--- config.mk ---
export PLATFORM = sky130hd
export DESIGN_NAME = gnss_config_frame_builder_core
export DESIGN_NICKNAME = d
export VERILOG_FILES = /design/src/hw/rtl/gcfb_pkg.sv /design/src/hw/rtl/gcfb_cksum.sv /design/src/hw/rtl/gcfb_ctrl.sv /design/src/hw/rtl/gnss_config_frame_builder_core.sv
export SDC_FILE = /design/constraint.sdc
export NUM_CORES = 1
export LEC_CHECK = 0
export ABC_AREA = 1
export BUFFER_PORTS_ARGS = -buffer_cell sky130_fd_sc_hd__buf_4
export CORE_MARGIN = 1
export CORE_UTILIZATION = 55
export CTS_CLUSTER_DIAMETER = 50
export DETAILED_ROUTE_END_ITERATION = 8
export HOLD_SLACK_MARGIN = 0.12
export PLACE_DENSITY = 0.76
export SLEW_MARGIN = 20
export SYNTH_ARGS = -nofsm -noshare
export SYNTH_HDL_FRONTEND = slang
export SYNTH_SLANG_ARGS = --single-unit
--- constraint.sdc ---
create_clock -name clk -period 8.4 [get_ports clk]
set_input_delay 0.84 -clock clk [delete_from_list [all_inputs] [get_ports clk]]
set_output_delay 0.84 -clock clk [all_outputs]
set_load 0.05 [all_outputs]
--- src/hw/rtl/gcfb_pkg.sv ---
// ----------------------------------------------------------------------------
// gcfb_pkg
// Shared types, frame constants and the sentence code table for the
// configuration frame builder.
// ----------------------------------------------------------------------------
package gcfb_pkg;

	localparam int SENTENCE_COUNT = 18;
	localparam int TABLE_LEN      = 18;

	// Highest usable sentence index plus one, whichever bound is tighter.
	localparam logic [5:0] SENT_LIMIT =
		6'((SENTENCE_COUNT < TABLE_LEN) ? SENTENCE_COUNT : TABLE_LEN);

	// Request modes.
	localparam logic [1:0] MODE_RATE    = 2'd0;
	localparam logic [1:0] MODE_ENABLE  = 2'd1;
	localparam logic [1:0] MODE_DISABLE = 2'd2;

	// Frame bytes.
	localparam logic [7:0] SYNC_1    = 8'hB5;
	localparam logic [7:0] SYNC_2    = 8'h62;
	localparam logic [7:0] CLASS_CFG = 8'h06;
	localparam logic [7:0] ID_RATE   = 8'h08;
	localparam logic [7:0] ID_MSG    = 8'h01;
	localparam logic [7:0] LEN_RATE  = 8'h06;
	localparam logic [7:0] LEN_MSG   = 8'h03;
	localparam logic [7:0] NMEA_CLS  = 8'hF0;
	localparam logic [7:0] BYTE_ZERO = 8'h00;
	localparam logic [7:0] BYTE_ONE  = 8'h01;

	// Index of the final byte in each frame type.
	localparam logic [3:0] LAST_RATE = 4'd13;
	localparam logic [3:0] LAST_MSG  = 4'd10;

	typedef enum logic {
		ST_IDLE,
		ST_EMIT
	} state_t;

	// Commands from the sequencer to the checksum accumulator.
	typedef struct packed {
		logic       clear;
		logic       add;
		logic [7:0] data;
	} cksum_ctl_t;

	function automatic logic [7:0] sentence_id(input logic [4:0] idx);
		logic [7:0] id;
		case (idx)
			5'd0:    id = 8'h00;
			5'd1:    id = 8'h01;
			5'd2:    id = 8'h02;
			5'd3:    id = 8'h03;
			5'd4:    id = 8'h04;
			5'd5:    id = 8'h05;
			5'd6:    id = 8'h06;
			5'd7:    id = 8'h07;
			5'd8:    id = 8'h08;
			5'd9:    id = 8'h09;
			5'd10:   id = 8'h0A;
			5'd11:   id = 8'h0D;
			5'd12:   id = 8'h0F;
			5'd13:   id = 8'h40;
			5'd14:   id = 8'h41;
			5'd15:   id = 8'h42;
			5'd16:   id = 8'h43;
			5'd17:   id = 8'h44;
			default: id = 8'h00;
		endcase
		return id;
	endfunction

endpackage

--- src/hw/rtl/gcfb_cksum.sv ---
// ----------------------------------------------------------------------------
// gcfb_cksum
// Fletcher-8 accumulator for the frame bytes from class through payload: one add per cycle while add is set.
// ----------------------------------------------------------------------------
module gcfb_cksum (
	input  logic                  clk,
	input  logic                  arst_n,
	input  gcfb_pkg::cksum_ctl_t  ctl,
	output logic [7:0]            ck_a,
	output logic [7:0]            ck_b
);
	import gcfb_pkg::*;

	logic [7:0] ck_a_q;
	logic [7:0] ck_b_q;
	logic [7:0] sum_a;

	assign sum_a = ck_a_q + ctl.data;

	always_ff @(posedge clk or negedge arst_n) begin
		if (!arst_n) begin
			ck_a_q <= 8'h00;
			ck_b_q <= 8'h00;
		end else if (ctl.clear) begin
			ck_a_q <= 8'h00;
			ck_b_q <= 8'h00;
		end else if (ctl.add) begin
			ck_a_q <= sum_a;
			ck_b_q <= ck_b_q + sum_a;
		end
	end

	assign ck_a = ck_a_q;
	assign ck_b = ck_b_q;

	a_clear_zeroes: assert property (@(posedge clk) disable iff (!arst_n)
		ctl.clear |=> (ck_a_q == 8'h00) && (ck_b_q == 8'h00))
		else $error("checksum not cleared at frame start");

endmodule

--- src/hw/rtl/gcfb_ctrl.sv ---
// ----------------------------------------------------------------------------
// gcfb_ctrl
// Request register, byte counter and frame byte selection.
// ----------------------------------------------------------------------------
module gcfb_ctrl (
	input  logic                  clk,
	input  logic                  arst_n,
	input  logic                  in_valid,
	output logic                  in_ready,
	input  logic [1:0]            mode,
	input  logic [15:0]           rate_ms,
	input  logic [4:0]            sentence,
	output logic                  out_valid,
	input  logic                  out_ready,
	output logic [7:0]            tx_byte,
	output logic                  last_byte,
	output gcfb_pkg::cksum_ctl_t  ck_ctl,
	input  logic [7:0]            ck_a,
	input  logic [7:0]            ck_b
);
	import gcfb_pkg::*;

	state_t      state_q;
	state_t      state_d;
	logic [3:0]  idx_q;
	logic        is_rate_q;
	logic        enable_q;
	logic [15:0] rate_q;
	logic [4:0]  sel_q;

	logic        in_fire;
	logic        out_fire;
	logic        req_ok;
	logic [3:0]  last_idx;
	logic [7:0]  byte_d;
	logic        in_sum;

	assign in_fire  = in_valid && in_ready;
	assign out_fire = out_valid && out_ready;

	// Mode 3 and, in modes 1 and 2, out-of-range sentences are taken and dropped.
	always_comb begin
		unique case (mode)
			MODE_RATE:                 req_ok = 1'b1;
			MODE_ENABLE, MODE_DISABLE: req_ok = ({1'b0, sentence} < SENT_LIMIT);
			default:                   req_ok = 1'b0;
		endcase
	end

	assign last_idx = is_rate_q ? LAST_RATE : LAST_MSG;

	// Next state.
	always_comb begin
		state_d = state_q;
		unique case (state_q)
			ST_IDLE: if (in_fire && req_ok) state_d = ST_EMIT;
			ST_EMIT: if (out_fire && idx_q == last_idx) state_d = ST_IDLE;
			default: state_d = ST_IDLE;
		endcase
	end

	// Handshake outputs.
	always_comb begin
		in_ready  = 1'b0;
		out_valid = 1'b0;
		unique case (state_q)
			ST_IDLE: in_ready  = 1'b1;
			ST_EMIT: out_valid = 1'b1;
			default: ;
		endcase
	end

	always_ff @(posedge clk or negedge arst_n) begin
		if (!arst_n) begin
			state_q <= ST_IDLE;
			idx_q   <= 4'd0;
		end else begin
			state_q <= state_d;
			if (in_fire) begin
				idx_q <= 4'd0;
			end else if (out_fire) begin
				idx_q <= idx_q + 4'd1;
			end
		end
	end

	always_ff @(posedge clk) begin
		if (in_fire) begin
			is_rate_q <= (mode == MODE_RATE);
			enable_q  <= (mode == MODE_ENABLE);
			rate_q    <= rate_ms;
			sel_q     <= sentence;
		end
	end

	always_comb begin
		case (idx_q)
			4'd0:    byte_d = SYNC_1;
			4'd1:    byte_d = SYNC_2;
			4'd2:    byte_d = CLASS_CFG;
			4'd3:    byte_d = is_rate_q ? ID_RATE : ID_MSG;
			4'd4:    byte_d = is_rate_q ? LEN_RATE : LEN_MSG;
			4'd5:    byte_d = BYTE_ZERO;
			4'd6:    byte_d = is_rate_q ? rate_q[7:0] : NMEA_CLS;
			4'd7:    byte_d = is_rate_q ? rate_q[15:8] : sentence_id(sel_q);
			4'd8:    byte_d = (is_rate_q || enable_q) ? BYTE_ONE : BYTE_ZERO;
			4'd9:    byte_d = is_rate_q ? BYTE_ZERO : ck_a;
			4'd10:   byte_d = is_rate_q ? BYTE_ZERO : ck_b;
			4'd12:   byte_d = ck_a;
			4'd13:   byte_d = ck_b;
			default: byte_d = BYTE_ZERO;
		endcase
	end

	// The checksum covers class through the final payload byte.
	assign in_sum = (idx_q >= 4'd2) && (idx_q < (last_idx - 4'd1));

	assign tx_byte   = byte_d;
	assign last_byte = (idx_q == last_idx);

	assign ck_ctl.clear = in_fire;
	assign ck_ctl.add   = out_fire && in_sum;
	assign ck_ctl.data  = byte_d;

	a_one_side: assert property (@(posedge clk) disable iff (!arst_n)
		!(in_ready && out_valid))
		else $error("input and output sides active together");

	a_idx_range: assert property (@(posedge clk) disable iff (!arst_n)
		out_valid |-> (idx_q <= last_idx))
		else $error("byte counter ran past the end of the frame");

	a_back_idle: assert property (@(posedge clk) disable iff (!arst_n)
		(out_fire && last_byte) |=> in_ready)
		else $error("block not idle after the final byte");

	a_first_sync: assert property (@(posedge clk) disable iff (!arst_n)
		(in_fire && req_ok) |=> (out_valid && tx_byte == SYNC_1))
		else $error("frame did not start with the first sync byte");

endmodule

--- src/hw/rtl/gnss_config_frame_builder_core.sv ---
// ----------------------------------------------------------------------------
// gnss_config_frame_builder_core
// Builds one binary receiver configuration frame per usable request, byte by byte.
// ----------------------------------------------------------------------------
// Usage:
// A request (mode, rate_ms, sentence) is taken on the input channel when
// in_valid and in_ready are both high. in_ready is high only while no frame
// is being sent. Mode 0 gives a 14-byte rate frame; modes 1 and 2 give an
// 11-byte sentence enable or disable frame. Mode 3, or in modes 1 and 2 a
// sentence index at or above the table size, is taken and produces nothing.
// The frame leaves on the output channel one item per byte (tx_byte), with
// last_byte set on the closing checksum byte. The first byte is offered in
// the cycle after the request is taken, and with out_ready held high one
// byte leaves each cycle. The byte counter steps as each byte is accepted,
// and a single Fletcher adder is updated as each byte from the class byte
// through the final payload byte is accepted. When the receiver stalls,
// the current byte simply holds. Reset returns the block to idle with no
// frame pending.
// ----------------------------------------------------------------------------
module gnss_config_frame_builder_core (
	input  logic        clk,
	input  logic        arst_n,
	input  logic        in_valid,
	output logic        in_ready,
	input  logic [1:0]  mode,
	input  logic [15:0] rate_ms,
	input  logic [4:0]  sentence,
	output logic        out_valid,
	input  logic        out_ready,
	output logic [7:0]  tx_byte,
	output logic        last_byte
);
	import gcfb_pkg::*;

	cksum_ctl_t ck_ctl;
	logic [7:0] ck_a;
	logic [7:0] ck_b;

	gcfb_ctrl u_ctrl (
		.clk       (clk),
		.arst_n    (arst_n),
		.in_valid  (in_valid),
		.in_ready  (in_ready),
		.mode      (mode),
		.rate_ms   (rate_ms),
		.sentence  (sentence),
		.out_valid (out_valid),
		.out_ready (out_ready),
		.tx_byte   (tx_byte),
		.last_byte (last_byte),
		.ck_ctl    (ck_ctl),
		.ck_a      (ck_a),
		.ck_b      (ck_b)
	);

	gcfb_cksum u_cksum (
		.clk    (clk),
		.arst_n (arst_n),
		.ctl    (ck_ctl),
		.ck_a   (ck_a),
		.ck_b   (ck_b)
	);

endmodule

* Yosys cells after proc, flatten, opt, wreduce, memory -nomap -nowiden
Memory sizes are Yosys's and may differ from the RTL's. A register that Yosys moved wholly into a read port is not among the register bits.
Index checks and enable logic that the tools add are counted.
** Storage, ports and cells
- Register bits after elaboration :: 44
- Bits in read-only memories :: 160
- Input bits :: 27
- Output and inout port bits :: 11
- Word-level logic and storage cells :: 65
- Memories kept :: 1
** Cells by class
- $add $sub $neg :: 4
- $lt $le $gt $ge :: 3
- Equal/unequal tests :: 14
- Mux-type cells :: 22
- Bitwise logic cells :: 1
- Reduce and logical (&&, ||, !) cells :: 12
** Memories
- (name not given) :: depth 32, width 5, read ports 1, clocked after memory_dff 1, wr ports 0, line gcfb_pkg.sv:50 : case (idx)
** Operators by type and width (number)
- $pmux 8 s12 :: 1
- $mux 8 :: 8
- $eq 4x4->1 const B :: 5
- $add 8x8->8 :: 2
- $eq 4x3->1 const B :: 3
- $mux 4 :: 3
- $eq 4x2->1 const B :: 2
- $logic_and 1x1->1 :: 6
- $mux 3 :: 2
- $lt 5x5->1 const B :: 1
- $mux 1 :: 5
- $mux 5 :: 1
- $add 4x1->4 const B :: 1
- $eq 4x1->1 const B :: 1
- $eq 4x4->1 :: 1
- $ge 4x2->1 const B :: 1
- $logic_not 4->1 :: 1
- $lt 4x4->1 :: 1
- $pmux 1 s2 :: 2
- $reduce_bool 2->1 :: 2
- $sub 4x1->4 const B :: 1
- $eq 2x1->1 const B :: 1
- $eq 2x2->1 const B :: 1
- $logic_not 2->1 :: 1
- 3 further kinds :: 3

* Logic depth before layout (Yosys ltp)
Gate-level depths: netlist of run 1.
- Depth in word-level cells :: 7
- Mapped depth :: 24
- Depth with buffers taken out :: 24

* By module
From an unflattened synthesis of run 1, not the netlist that was laid out.
** Unflattened totals
- Cells, all modules :: 404
- Area total of the unflattened synthesis :: 3276.9 sq um
** Modules (own cells, without submodules)
- gcfb_ctrl :: times used 1, cells each 252, area an instance 2045.7 sq um, seq. area each 915.9 sq um
- gcfb_cksum :: times used 1, cells each 152, area an instance 1231.2 sq um, seq. area each 400.4 sq um

* Worst setup path after synthesis of run 1
OpenSTA, ideal clock, no wires.
- Kind :: register to register
- From :: register u_ctrl.idx_q[1]
- To :: register u_cksum.ck_b_q[7] (netlist: u_cksum.ck_b[7])
- Library setup time :: 0.119 ns
- Arrival :: 4.231 ns
- Data required time :: 8.281 ns
- Slack :: 4.050 ns
- Stages on the path, launching flop included :: 22
- Buffers on the path :: 0
- Clock period less this slack :: 4.350 ns
- Cells stage by stage :: dfrtp_1 inv_1 ha_1 inv_1 nor2_1 nand2_1 nand2_1 inv_1 o21ai_0 ha_1 a31oi_1 nor2_1 o21ai_0 nand2_1 xor2_1 ha_1 a21oi_1 o21ai_0 a31oi_1 nand3_1 nand3_1 nand2_1
** On the way
- Word-level cells in the longest chain between the ends :: 6
- Elaborated cells between the ends (all ways) :: 22
- Those cells by class :: add/sub: 2; order compare: 2; eq/ne: 11; mux: 3; reduce/logical: 4
** Ends and longest elaborated chain
- start, declared :: line gcfb_ctrl.sv:25 : logic [3:0] idx_q;
- start signal, assigned :: line gcfb_ctrl.sv:82 : idx_q <= idx_q + 4'd1;
- $eq 4x4->1, or another cell as far along :: line gcfb_ctrl.sv:97 : case (idx_q)
- $pmux 8 s12 (*) :: line gcfb_ctrl.sv:97
- named net tx_byte[2] :: line gnss_config_frame_builder_core.sv:30 : output logic [7:0] tx_byte,
- $add 8x8->8 (*) :: line gcfb_cksum.sv:18 : assign sum_a = ck_a_q + ctl.data;
- $add 8x8->8 (*) :: line gcfb_cksum.sv:29 : ck_b_q <= ck_b_q + sum_a;
- $mux 8 (*) :: line gcfb_cksum.sv:27 : end else if (ctl.add) begin
- $mux 8 (*) :: line gcfb_cksum.sv:24 : end else if (ctl.clear) begin
- end signal, assigned :: line gcfb_cksum.sv:29
- end, declared :: line gcfb_cksum.sv:15 : logic [7:0] ck_b_q;
Mark *: on every way through the listed nets, which the timed path passes. The rest lies on a longest branch. The select of a mux whose other input is x is not followed.
A chain may end at the register's enable or synchronous reset.

* Worst setup path in the final report of run 1
- From :: register u_ctrl.idx_q[0]
- To :: register u_cksum.ck_b_q[7] (netlist: u_cksum.ck_b[7])
** On the way
- Word-level cells in the longest chain between the ends :: 6
- Elaborated cells between the ends (all ways) :: 22
- Those cells by class :: add/sub: 2; order compare: 2; eq/ne: 11; mux: 3; reduce/logical: 4
** Ends and longest elaborated chain (line)
- $eq 4x4->1, or another cell as far along :: gcfb_ctrl.sv:97
- $pmux 8 s12 :: gcfb_ctrl.sv:97
- $add 8x8->8 :: gcfb_cksum.sv:18
- $add 8x8->8 :: gcfb_cksum.sv:29
- $mux 8 :: gcfb_cksum.sv:27
- $mux 8 :: gcfb_cksum.sv:24
Parallel ways exist; a longest one is shown, timed or not. The select of a mux whose other input is x is not followed.

==> reports/metrics.yaml, run 1 <==
synthesis:
  ys_warn_count: 0
  synth_nets: 427
  synth_area_mm2: 0.00312
  synth_area_leaders: "edfxtp_1 22%, dfrtp_1 17%, ha_1 11%, nand2_1 9.0%, inv_1 6.3%"
  ys_seq_area_share_pct: 42.2
  synth_cell_types: 41
  ys_ff_latch: 49
  syn_area_per_cell_um2: 8.43
  synth_top_area_share_pct: 22.2
  synth_cells: 370
  synth.largest_area_cell: "edfxtp_1"
sta:
  finalCritPeriodShare_pct: 49.2
  finalMaxSlewViolations: 0
  fmax_ghz: 0.242
  setup_viol: 0
  hold_viol: 0
  fin_worst_skew_ns: 0.00484
  min_period_ns: 4.13
  tightest_slew_ns: 0.548
  slew_headroom_pct: 63.1
  rsz0062_at_grt: "false"
  setup-tns-final_ns: 0
detailed_routing:
  dr.pass1.iters: 5
  drt-wirelength-per-cell_um: 14.7
  dr.max_layer_used: "met4"
  met1Wirelength_um: 3150
  met2RoutedLength_um: 3390
  wl_met3_um: 438
  vias: 2684
  wl_um: 7090
  drt_iter0_markers: 224
  vias_per_cell: 5.56
  antenna_left: 0
  route.detailed.drc: 0
worst_setup_path:
  timing.rr.start: "u_ctrl.idx_q[0]"
  cp-startpoint: "u_ctrl.idx_q[0]"
  cp_num_buf_inv: 2
  worst_setup_path_start_kind: "flop"
  cpMaxStageDelayCell: "dfrtp_1"
  end_kind: "flop"
  crit_family: "compound AO/OA/AOI/OAI gates"
  worstPathRequired_ns: 8.60
  reg2reg_slack_ns: 4.27
  r2r-end: "u_cksum.ck_b[7]"
  worstPathArrival_ns: 4.33
  cpMostUsedCell: "nand3_1"
  critPathMaxStageDelay_ns: 0.45
  crit_type: "flop to flop"
  path_depth: 21
  r2r.worst_path.cells: 21
  crit_fanout: 6
  crit_chain: "inv_1 > ha_1 > nand2_1 > inv_1 > nand3_1 > nand3_1 > a2111o_1 > ha_1 > fa_1 > a31oi_1 > nor2_1 > o21ai_0 > nand2_1 > xor2_1 > ha_1 > a21oi_1 > o21ai_0 > a31oi_1 > nand3_1 > nand3_1 > nand2_1"
  endpoint: "u_cksum.ck_b[7]"
global_route:
  grt_antenna_before_repair: 0
  grt_pass1_wl_um: 11600
  grt_pass1_vias: 2551
  overflow: 0
  grt_max_degree: 22
  grt_usage_pct: 24.9
clock_network:
  cts_htree_levels: 2
  root_buffer: "clkbuf_8"
  tritoncts: "yes"
  worstSkewPairLatency_ns: 0.31
  post_cts_resized: 0
  post_cts_buffers: 0
  clk_pin_slew_worst_paths_ns: 0.10
  clock-sinks: 49
  cts_made_buffers: 5
  cts_buffer_depth: 2
  cts_hold_buf: 0
outcome:
  status: "completed"
final_layout:
  synthToLayoutAreaGrowth_pct: 14.2
  drive_above_1_share_pct: 16.5
  layout.nets: 467
  fillers: 456
  diodes: 0
die:
  die_h_um: 77.3
  initial_core_util_pct: 57.0
  ioPinCount: 38
  die_area_mm2: 0.00597
  rows: 27
  core_area_mm2: 0.00547
  fp.dieW_um: 77.3
placement:
  place_hpwl_um: 5530
  numPortBuffers: 37
  place_congestion: 0.943
worst_hold_path:
  hp-class: "input port to async pin"
run:
  drv_cap: 0
-- how the worst min path moves through the flow --
stage | endpoint | depth (start not counted)
after floorplan | u_cksum.ck_a[6] | 2
final | u_cksum.ck_b[3] | 1
after CTS | u_cksum.ck_a[7] | 1
after detailed placement | u_cksum.ck_a[6] | 2
after global routing | u_cksum.ck_a[3] | 1
after global placement | u_cksum.ck_a[6] | 2
-- logic make-up (layout without fill, tap and decap cells) --
| kind of cell | Yosys count | after routing | synth area share (%) |
|---|---|---|---|
| buffers and inverters | 63 | 104 | 7.95 |
| and+or+nand+nor | 151 | 151 | 21.9 |
| AOI/OAI and AO/OA | 70 | 70 | 13.5 |
| DFF | 49 | 49 | 42.2 |
| adders and majority gates | 30 | 30 | 12.5 |
| xor gates and xnor gates | 7 | 7 | 1.97 |
-- final cells by class --
cell class / instances / area, um^2 / share of cell area [%]
timing repair buffer: 38 / 285 / 8.01
clock inverter: 2 / 16.3 / 0.457
inverter: 58 / 218 / 6.11
tap: 72 / 90.1 / 2.53
multi-input combinational: 258 / 1550 / 43.6
sequential: 49 / 1320 / 37.0
clock buffer: 6 / 82.6 / 2.32
-- synthesized netlist by cell type, drive strengths merged --
library cell	count
nand2	79
inv	57
o21ai	30
nand3	29
ha	28
nor2	28
edfxtp	23
dfrtp	21
a21oi	17
o22ai	7
or2	6
dfxtp	5
nor3	5
xor2	5
buf	4
a31oi	3
nor4	3
o2111ai	3
o31ai	3
fa	2
xnor2	2
a2111o	1
a221o	1
a311oi	1
a32oi	1
clkbuf	1
clkinv	1
nand4	1
o2111a	1
o211ai	1
o221ai	1
-- cell usage in the layout (no fill, tap or decap), types with 5 or more instances in the layout --
cell type / Yosys / routed
nand2_1: 75 / 75
inv_1: 52 / 52
buf_4: 0 / 38
ha_1: 28 / 28
nor2_1: 25 / 25
nand3_1: 24 / 24
o21ai_0: 24 / 24
edfxtp_1: 23 / 23
dfrtp_1: 21 / 21
a21oi_1: 17 / 17
o22ai_1: 7 / 7
clkbuf_8: 0 / 6
inv_2: 5 / 5
nor3_1: 5 / 5
xor2_1: 5 / 5
nand3_2: 5 / 5
dfxtp_1: 5 / 5
-- through the flow --
step	util [%]	hold slack, ns	instances	worst slack, ns	area (um^2)
6_report	65.1	0.403	483	4.27	3560
5_1_grt	65.1	0.415	483	3.89	3560
4_1_cts	65.1	0.415	483	4.30	3560
3_5_place_dp	63.3	0.503	475	4.34	3460
3_3_place_gp	63.3	0.510	475	4.49	3460
2_1_floorplan	-	0.475	370	4.05	3120
-- layer usage --
| metal | vias up | track usage [%] |
|---|---|---|
| met3 | 12 | 5.83 |
| li1 | 1319 | - |
| met4 | 0 | 7.92 |
| met2 | 104 | 40.2 |
| met5 | - | 0 |
| met1 | 1249 | 33.0 |
Power of run 1 is left out: the tool's default activity adds up to more than one toggle a clock period on the data nets, which glitch-free logic cannot reach.
==> run 2: changes to the inputs <==
--- a/config.mk
+++ b/config.mk
@@ -8,11 +8,11 @@
 export ABC_AREA = 1
 export BUFFER_PORTS_ARGS = -buffer_cell sky130_fd_sc_hd__buf_4
 export CORE_MARGIN = 1
-export CORE_UTILIZATION = 55
+export CORE_UTILIZATION = 53
 export CTS_CLUSTER_DIAMETER = 50
 export DETAILED_ROUTE_END_ITERATION = 8
 export HOLD_SLACK_MARGIN = 0.12
-export PLACE_DENSITY = 0.76
+export PLACE_DENSITY = 0.77
 export SLEW_MARGIN = 20
 export SYNTH_ARGS = -nofsm -noshare
 export SYNTH_HDL_FRONTEND = slang
==> constraint.sdc (replaced) <==
create_clock -name clk -period 3.3 [get_ports clk]
set_input_delay 0.33 -clock clk [delete_from_list [all_inputs] [get_ports clk]]
set_output_delay 0.33 -clock clk [all_outputs]
set_load 0.05 [all_outputs]
==> reports/metrics.yaml, run 2 (same netlist as run 1, synthesis figures left out) <==
detailed_routing:
  vias_per_cell: 5.92  # was 5.56
  antenna_left: 0  # unchanged
  dr.pass1.iters: 5  # unchanged
  drt_iter0_markers: 270  # was 224
  drt-wirelength-per-cell_um: 18.1  # was 14.7 um
  wl_um: 10100  # was 7090 um
  route.detailed.drc: 0  # unchanged
  vias: 3307  # was 2684
worst_setup_path:
  end_kind: "flop"  # unchanged
  crit_type: "flop to flop"  # unchanged
  worstPathRequired_ns: 3.52  # was 8.60 ns
  worstPathArrival_ns: 3.98  # was 4.33 ns
  worst_setup_path_start_kind: "flop"  # unchanged
  crit_fanout: 4  # was 6
final_layout:
  mostFrequentLayoutCells: "106 x buf_4, 64 x nand2_1, 43 x inv_1"  # was 75 x nand2_1, 52 x inv_1, 38 x buf_4
  layout.nets: 543  # was 467
  instances_no_fill: 559  # was 483
  synthToLayoutAreaGrowth_pct: 44.4  # was 14.2%
  finish.utilization_pct: 80.8  # was 65.1%
  final_common_cell: "buf_4"  # was nand2_1
  final_cell_area_mm2: 0.00450  # was 0.00356 mm^2
  drive_above_1_share_pct: 41.1  # was 16.5%
  area.sequential_mm2: 0.00132  # about the same
  diodes: 0  # unchanged
  multi_input_area_mm2: 0.00188  # was 0.00155 mm^2
  fillers: 351  # was 456
placement:
  dp.cells: 533  # was 475
  placed_cell_area_mm2: 0.00395  # was 0.00346 mm^2
  place_congestion: 0.955  # was 0.943
  place_hpwl_um: 6260  # was 5530 um
  numPortBuffers: 37  # unchanged
sta:
  slew_headroom_pct: 65.3  # was 63.1%
  fin_worst_skew_ns: 0.0131  # was 0.00484 ns
  setup_ws_ns: -0.464  # was 4.27 ns
  setup-tns-final_ns: -1.79  # was 0 ns
  finalMaxSlewViolations: 0  # unchanged
  tightest_slew_ns: 0.520  # was 0.548 ns
  setup_viol: 5  # was 0
  min_period_ns: 3.76  # was 4.13 ns
  hold_viol: 0  # unchanged
  fmax_ghz: 0.266  # was 0.242 GHz
  rsz0062_at_grt: "true"  # was false
  finalCritPeriodShare_pct: 114  # was 49.2%
clock_network:
  worstSkewPairLatency_ns: 0.31  # about the same
  clock-sinks: 49  # unchanged
  cts_buffer_depth: 2  # unchanged
  root_buffer: "clkbuf_8"  # unchanged
  cts_htree_levels: 2  # unchanged
  cts_made_buffers: 5  # unchanged
  clk_pin_slew_worst_paths_ns: 0.10  # about the same
  tritoncts: "yes"  # unchanged
outcome:
  violations: "setup timing"
  status: "complete, but fails checks"  # was completed
global_route:
  grt_max_degree: 22  # unchanged
  grt_usage_pct: 32.9  # was 24.9%
  grt_antenna_before_repair: 0  # unchanged
  grt_pass1_vias: 3277  # was 2551
  overflow: 0  # unchanged
  grt_pass1_wl_um: 15200  # was 11600 um
die:
  ioPinCount: 38  # unchanged
  rows: 27  # unchanged
  fp.dieW_um: 78.7  # was 77.3 um
  initial_core_util_pct: 55.9  # was 57.0%
  die_area_mm2: 0.00619  # was 0.00597 mm^2
  die_h_um: 78.7  # was 77.3 um
  core_area_mm2: 0.00557  # was 0.00547 mm^2
worst_hold_path:
  hp-class: "input port to flop"  # was input port to async pin
run:
  drv_cap: 0  # unchanged
==> run 2: worst max-delay path: stages, from the launching register on <==
cell and delay, ns:
dfrtp_2 0.46, buf_6 0.14, ha_4 0.16, buf_4 0.13, nand2_2 0.08, buf_4 0.10
a32oi_1 0.14, a221o_2 0.38, ha_1 0.32, inv_1 0.08, o21ai_1 0.10, a31oi_4 0.17
xor2_1 0.26, inv_1 0.09, ha_1 0.35, a21oi_1 0.19, o21ai_1 0.09, a31oi_2 0.17
nand3_1 0.10, nand3_1 0.09, nand2_1 0.06
==> run 2: stage by stage <==
| stage | hold WS [ns] | setup WS, ns |
|---|---|---|
| final | 0.184 | -0.464 |
| after global routing | 0.178 | -0.598 |
| after CTS | 0.188 | -0.347 |
| after detailed placement | 0.241 | -0.519 |
| after global placement | 0.241 | -0.375 |
| after floorplan | 0.0344 | -0.475 |
==> run 2: what timing repair did <==
| item | CTS | global route |
|---|---|---|
| endpoints found under the hold margin | 21 | 0 |
| pin swaps | 34 | 4 |
| setup buffers | 14 | 4 |
| endpoints found under the setup margin | 5 | 6 |
| resized for setup | 48 | 22 |
| hold buffers | 1 | 0 |
==> run 2: path summary, 6_finish.rpt <==
kind,end,startpoint,cells past startpoint,slack (ns)
setup reg to reg,u_cksum.ck_b[7],u_ctrl.idx_q[0],20,-0.46
hold reg to reg,u_cksum.ck_b[5],u_cksum.ck_b[5],2,0.57
hold / removal,u_ctrl.rate_q[13],rate_ms[13],1,0.18
min in group asynchronous,u_cksum.ck_b[4],arst_n,2,0.44
setup / recovery,u_cksum.ck_b[7],u_ctrl.idx_q[0],20,-0.46
max in group asynchronous,u_ctrl.idx_q[0],arst_n,2,2.59
==> run 2: routing by layer <==
layer / up-vias / track usage [%] / routed length (um)
li1: 1473 / - / -
met1: 1578 / 36.1 / 3940
met2: 194 / 56.8 / 4860
met3: 62 / 7.36 / 729
met4: 0 / 22.2 / 578
met5: - / 0 / 0
==> run 2: cell type report <==
class	count	area share, %
Clock buffer	6	1.83
Clock inverter	2	0.389
Inverter	58	5.00
Multi-Input combinational cell	258	41.8
Sequential cell	49	29.3
Tap cell	72	2.00
Timing Repair Buffer	114	19.6
Power of run 2 is left out for the same reason.
==> run 3: changes to the inputs <==
--- a/config.mk
+++ b/config.mk
@@ -13,6 +13,7 @@
 export DETAILED_ROUTE_END_ITERATION = 8
 export HOLD_SLACK_MARGIN = 0.12
 export PLACE_DENSITY = 0.77
+export SETUP_SLACK_MARGIN = 0.4
 export SLEW_MARGIN = 20
 export SYNTH_ARGS = -nofsm -noshare
 export SYNTH_HDL_FRONTEND = slang
==> reports/metrics.yaml, run 3 (same netlist as run 1, synthesis figures left out) <==
final_layout:
  synthToLayoutAreaGrowth_pct: 51.9  # was 44.4%
  mostFrequentLayoutCells: "110 x buf_4, 64 x nand2_1, 41 x inv_1"  # was 106 x buf_4, 64 x nand2_1, 43 x inv_1
  layout.nets: 558  # was 543
  diodes: 0  # unchanged
  final_common_cell: "buf_4"  # unchanged
  drive_above_1_share_pct: 45.2  # was 41.1%
clock_network:
  worstSkewPairLatency_ns: 0.31  # about the same
  clk_pin_slew_worst_paths_ns: 0.11  # was 0.10 ns
  root_buffer: "clkbuf_8"  # unchanged
  cts_htree_levels: 2  # unchanged
  clock-sinks: 49  # unchanged
  cts_buffer_depth: 2  # unchanged
  tritoncts: "yes"  # unchanged
  cts_made_buffers: 5  # unchanged
die:
  ioPinCount: 38  # unchanged
  fp.dieW_um: 78.7  # unchanged
  rows: 27  # unchanged
  die_h_um: 78.7  # unchanged
  die_area_mm2: 0.00619  # unchanged
  initial_core_util_pct: 55.9  # unchanged
  core_area_mm2: 0.00557  # unchanged
sta:
  fmax_ghz: 0.257  # was 0.266 GHz
  slew_headroom_pct: 63.8  # was 65.3%
  hold_viol: 0  # unchanged
  finalMaxSlewViolations: 0  # unchanged
  min_period_ns: 3.90  # was 3.76 ns
  setup_ws_ns: -0.598  # was -0.464 ns
  fin_worst_skew_ns: 0.00895  # was 0.0131 ns
  rsz0062_at_grt: "true"  # unchanged
  setup_viol: 6  # was 5
  setup-tns-final_ns: -2.50  # was -1.79 ns
  tightest_slew_ns: 0.542  # was 0.520 ns
  finalCritPeriodShare_pct: 118  # was 114%
global_route:
  grt_usage_pct: 34.1  # was 32.9%
  grt_antenna_before_repair: 0  # unchanged
  grt_max_degree: 22  # unchanged
  overflow: 0  # unchanged
  grt_pass1_wl_um: 15800  # was 15200 um
  grt_pass1_vias: 3344  # was 3277
worst_setup_path:
  crit_type: "flop to flop"  # unchanged
  worstPathArrival_ns: 4.11  # was 3.98 ns
  worstPathRequired_ns: 3.52  # about the same
  worst_setup_path_start_kind: "flop"  # unchanged
  crit_fanout: 4  # unchanged
  end_kind: "flop"  # unchanged
detailed_routing:
  drt-wirelength-per-cell_um: 20.0  # was 18.1 um
  route.detailed.drc: 0  # unchanged
  dr.pass1.iters: 5  # unchanged
  vias: 3518  # was 3307
  vias_per_cell: 6.13  # was 5.92
  antenna_left: 0  # unchanged
  wl_um: 11500  # was 10100 um
  drt_iter0_markers: 415  # was 270
placement:
  post-place-ws_ns: -0.519  # unchanged
  place_congestion: 0.955  # unchanged
  numPortBuffers: 37  # unchanged
  place_hpwl_um: 6260  # unchanged
worst_hold_path:
  hp-class: "input port to flop"  # unchanged
run:
  drv_cap: 0  # unchanged
outcome:
  violations: "setup timing"  # unchanged
  status: "complete, but fails checks"  # unchanged
==> run 3: critical path, stage by stage, from the launching register on <==
cell and delay [ns]:
dfrtp_1 0.47, inv_2 0.12, ha_4 0.20, nand2_1 0.18
inv_1 0.13, nor4_2 0.38, buf_4 0.19, o21ai_4 0.07
ha_4 0.33, nand2_1 0.13, nand3_4 0.14, a21oi_2 0.08
o21ai_1 0.19, xnor2_1 0.18, inv_1 0.09, ha_1 0.30
nand2_1 0.09, o21ai_1 0.08, a31oi_2 0.17, nand3_1 0.10
nand3_1 0.09, nand2_1 0.06
==> run 3: repair_timing <==
item                                    CTS  global route
hold endpoints to repair                 21             0
endpoints found under the setup margin   10            12
gates resized for setup                  62            36
buffers inserted                         23             9
pin swaps                                40            18
hold buffers                              1             0
cloned                                    0             0
==> run 3: cell type report <==
type | instances | area, um^2
clock buffers | 6 | 82.6
multi-input cells | 258 | 1960
well taps | 72 | 90.1
inverters | 58 | 225
repair buffers | 129 | 1050
flip-flops and latches | 49 | 1320
fillers | 281 | 837
clock inverters | 2 | 17.5
==> run 3: path summary, 6_finish.rpt <==
path,start,endpoint,slack (ns),depth (start not counted)
min in group asynchronous,arst_n,u_ctrl.idx_q[1],0.43,2
setup reg to reg,u_ctrl.idx_q[1],u_cksum.ck_b[7],-0.60,21
setup / recovery,u_ctrl.idx_q[1],u_cksum.ck_b[7],-0.60,21
hold / removal,rate_ms[7],u_ctrl.rate_q[7],0.18,1
hold reg to reg,u_cksum.ck_b[5],u_cksum.ck_b[5],0.56,2
max in group asynchronous,arst_n,u_ctrl.idx_q[0],2.62,2
==> run 3: per-stage QoR <==
step | cells | instance area [um^2] | hold WS [ns] | util, %
after floorplan | 370 | 3170 | 0.0344 | -
after detailed placement | 533 | 3950 | 0.241 | 70.9
after global placement | 533 | 3950 | 0.241 | 70.9
after global routing | 574 | 4740 | 0.182 | 85.0
final | 574 | 4740 | 0.184 | 85.0
after CTS | 565 | 4500 | 0.188 | 80.8
==> run 3: layer usage <==
metal | GRT usage, % | vias to the layer above | wire length, um
met5 | 0.909 | - | 0
met4 | 19.4 | 0 | 639
met3 | 5.98 | 81 | 1170
met2 | 58.3 | 277 | 5370
met1 | 40.2 | 1650 | 4300
li1 | - | 1510 | -
Power of run 3 is left out for the same reason.
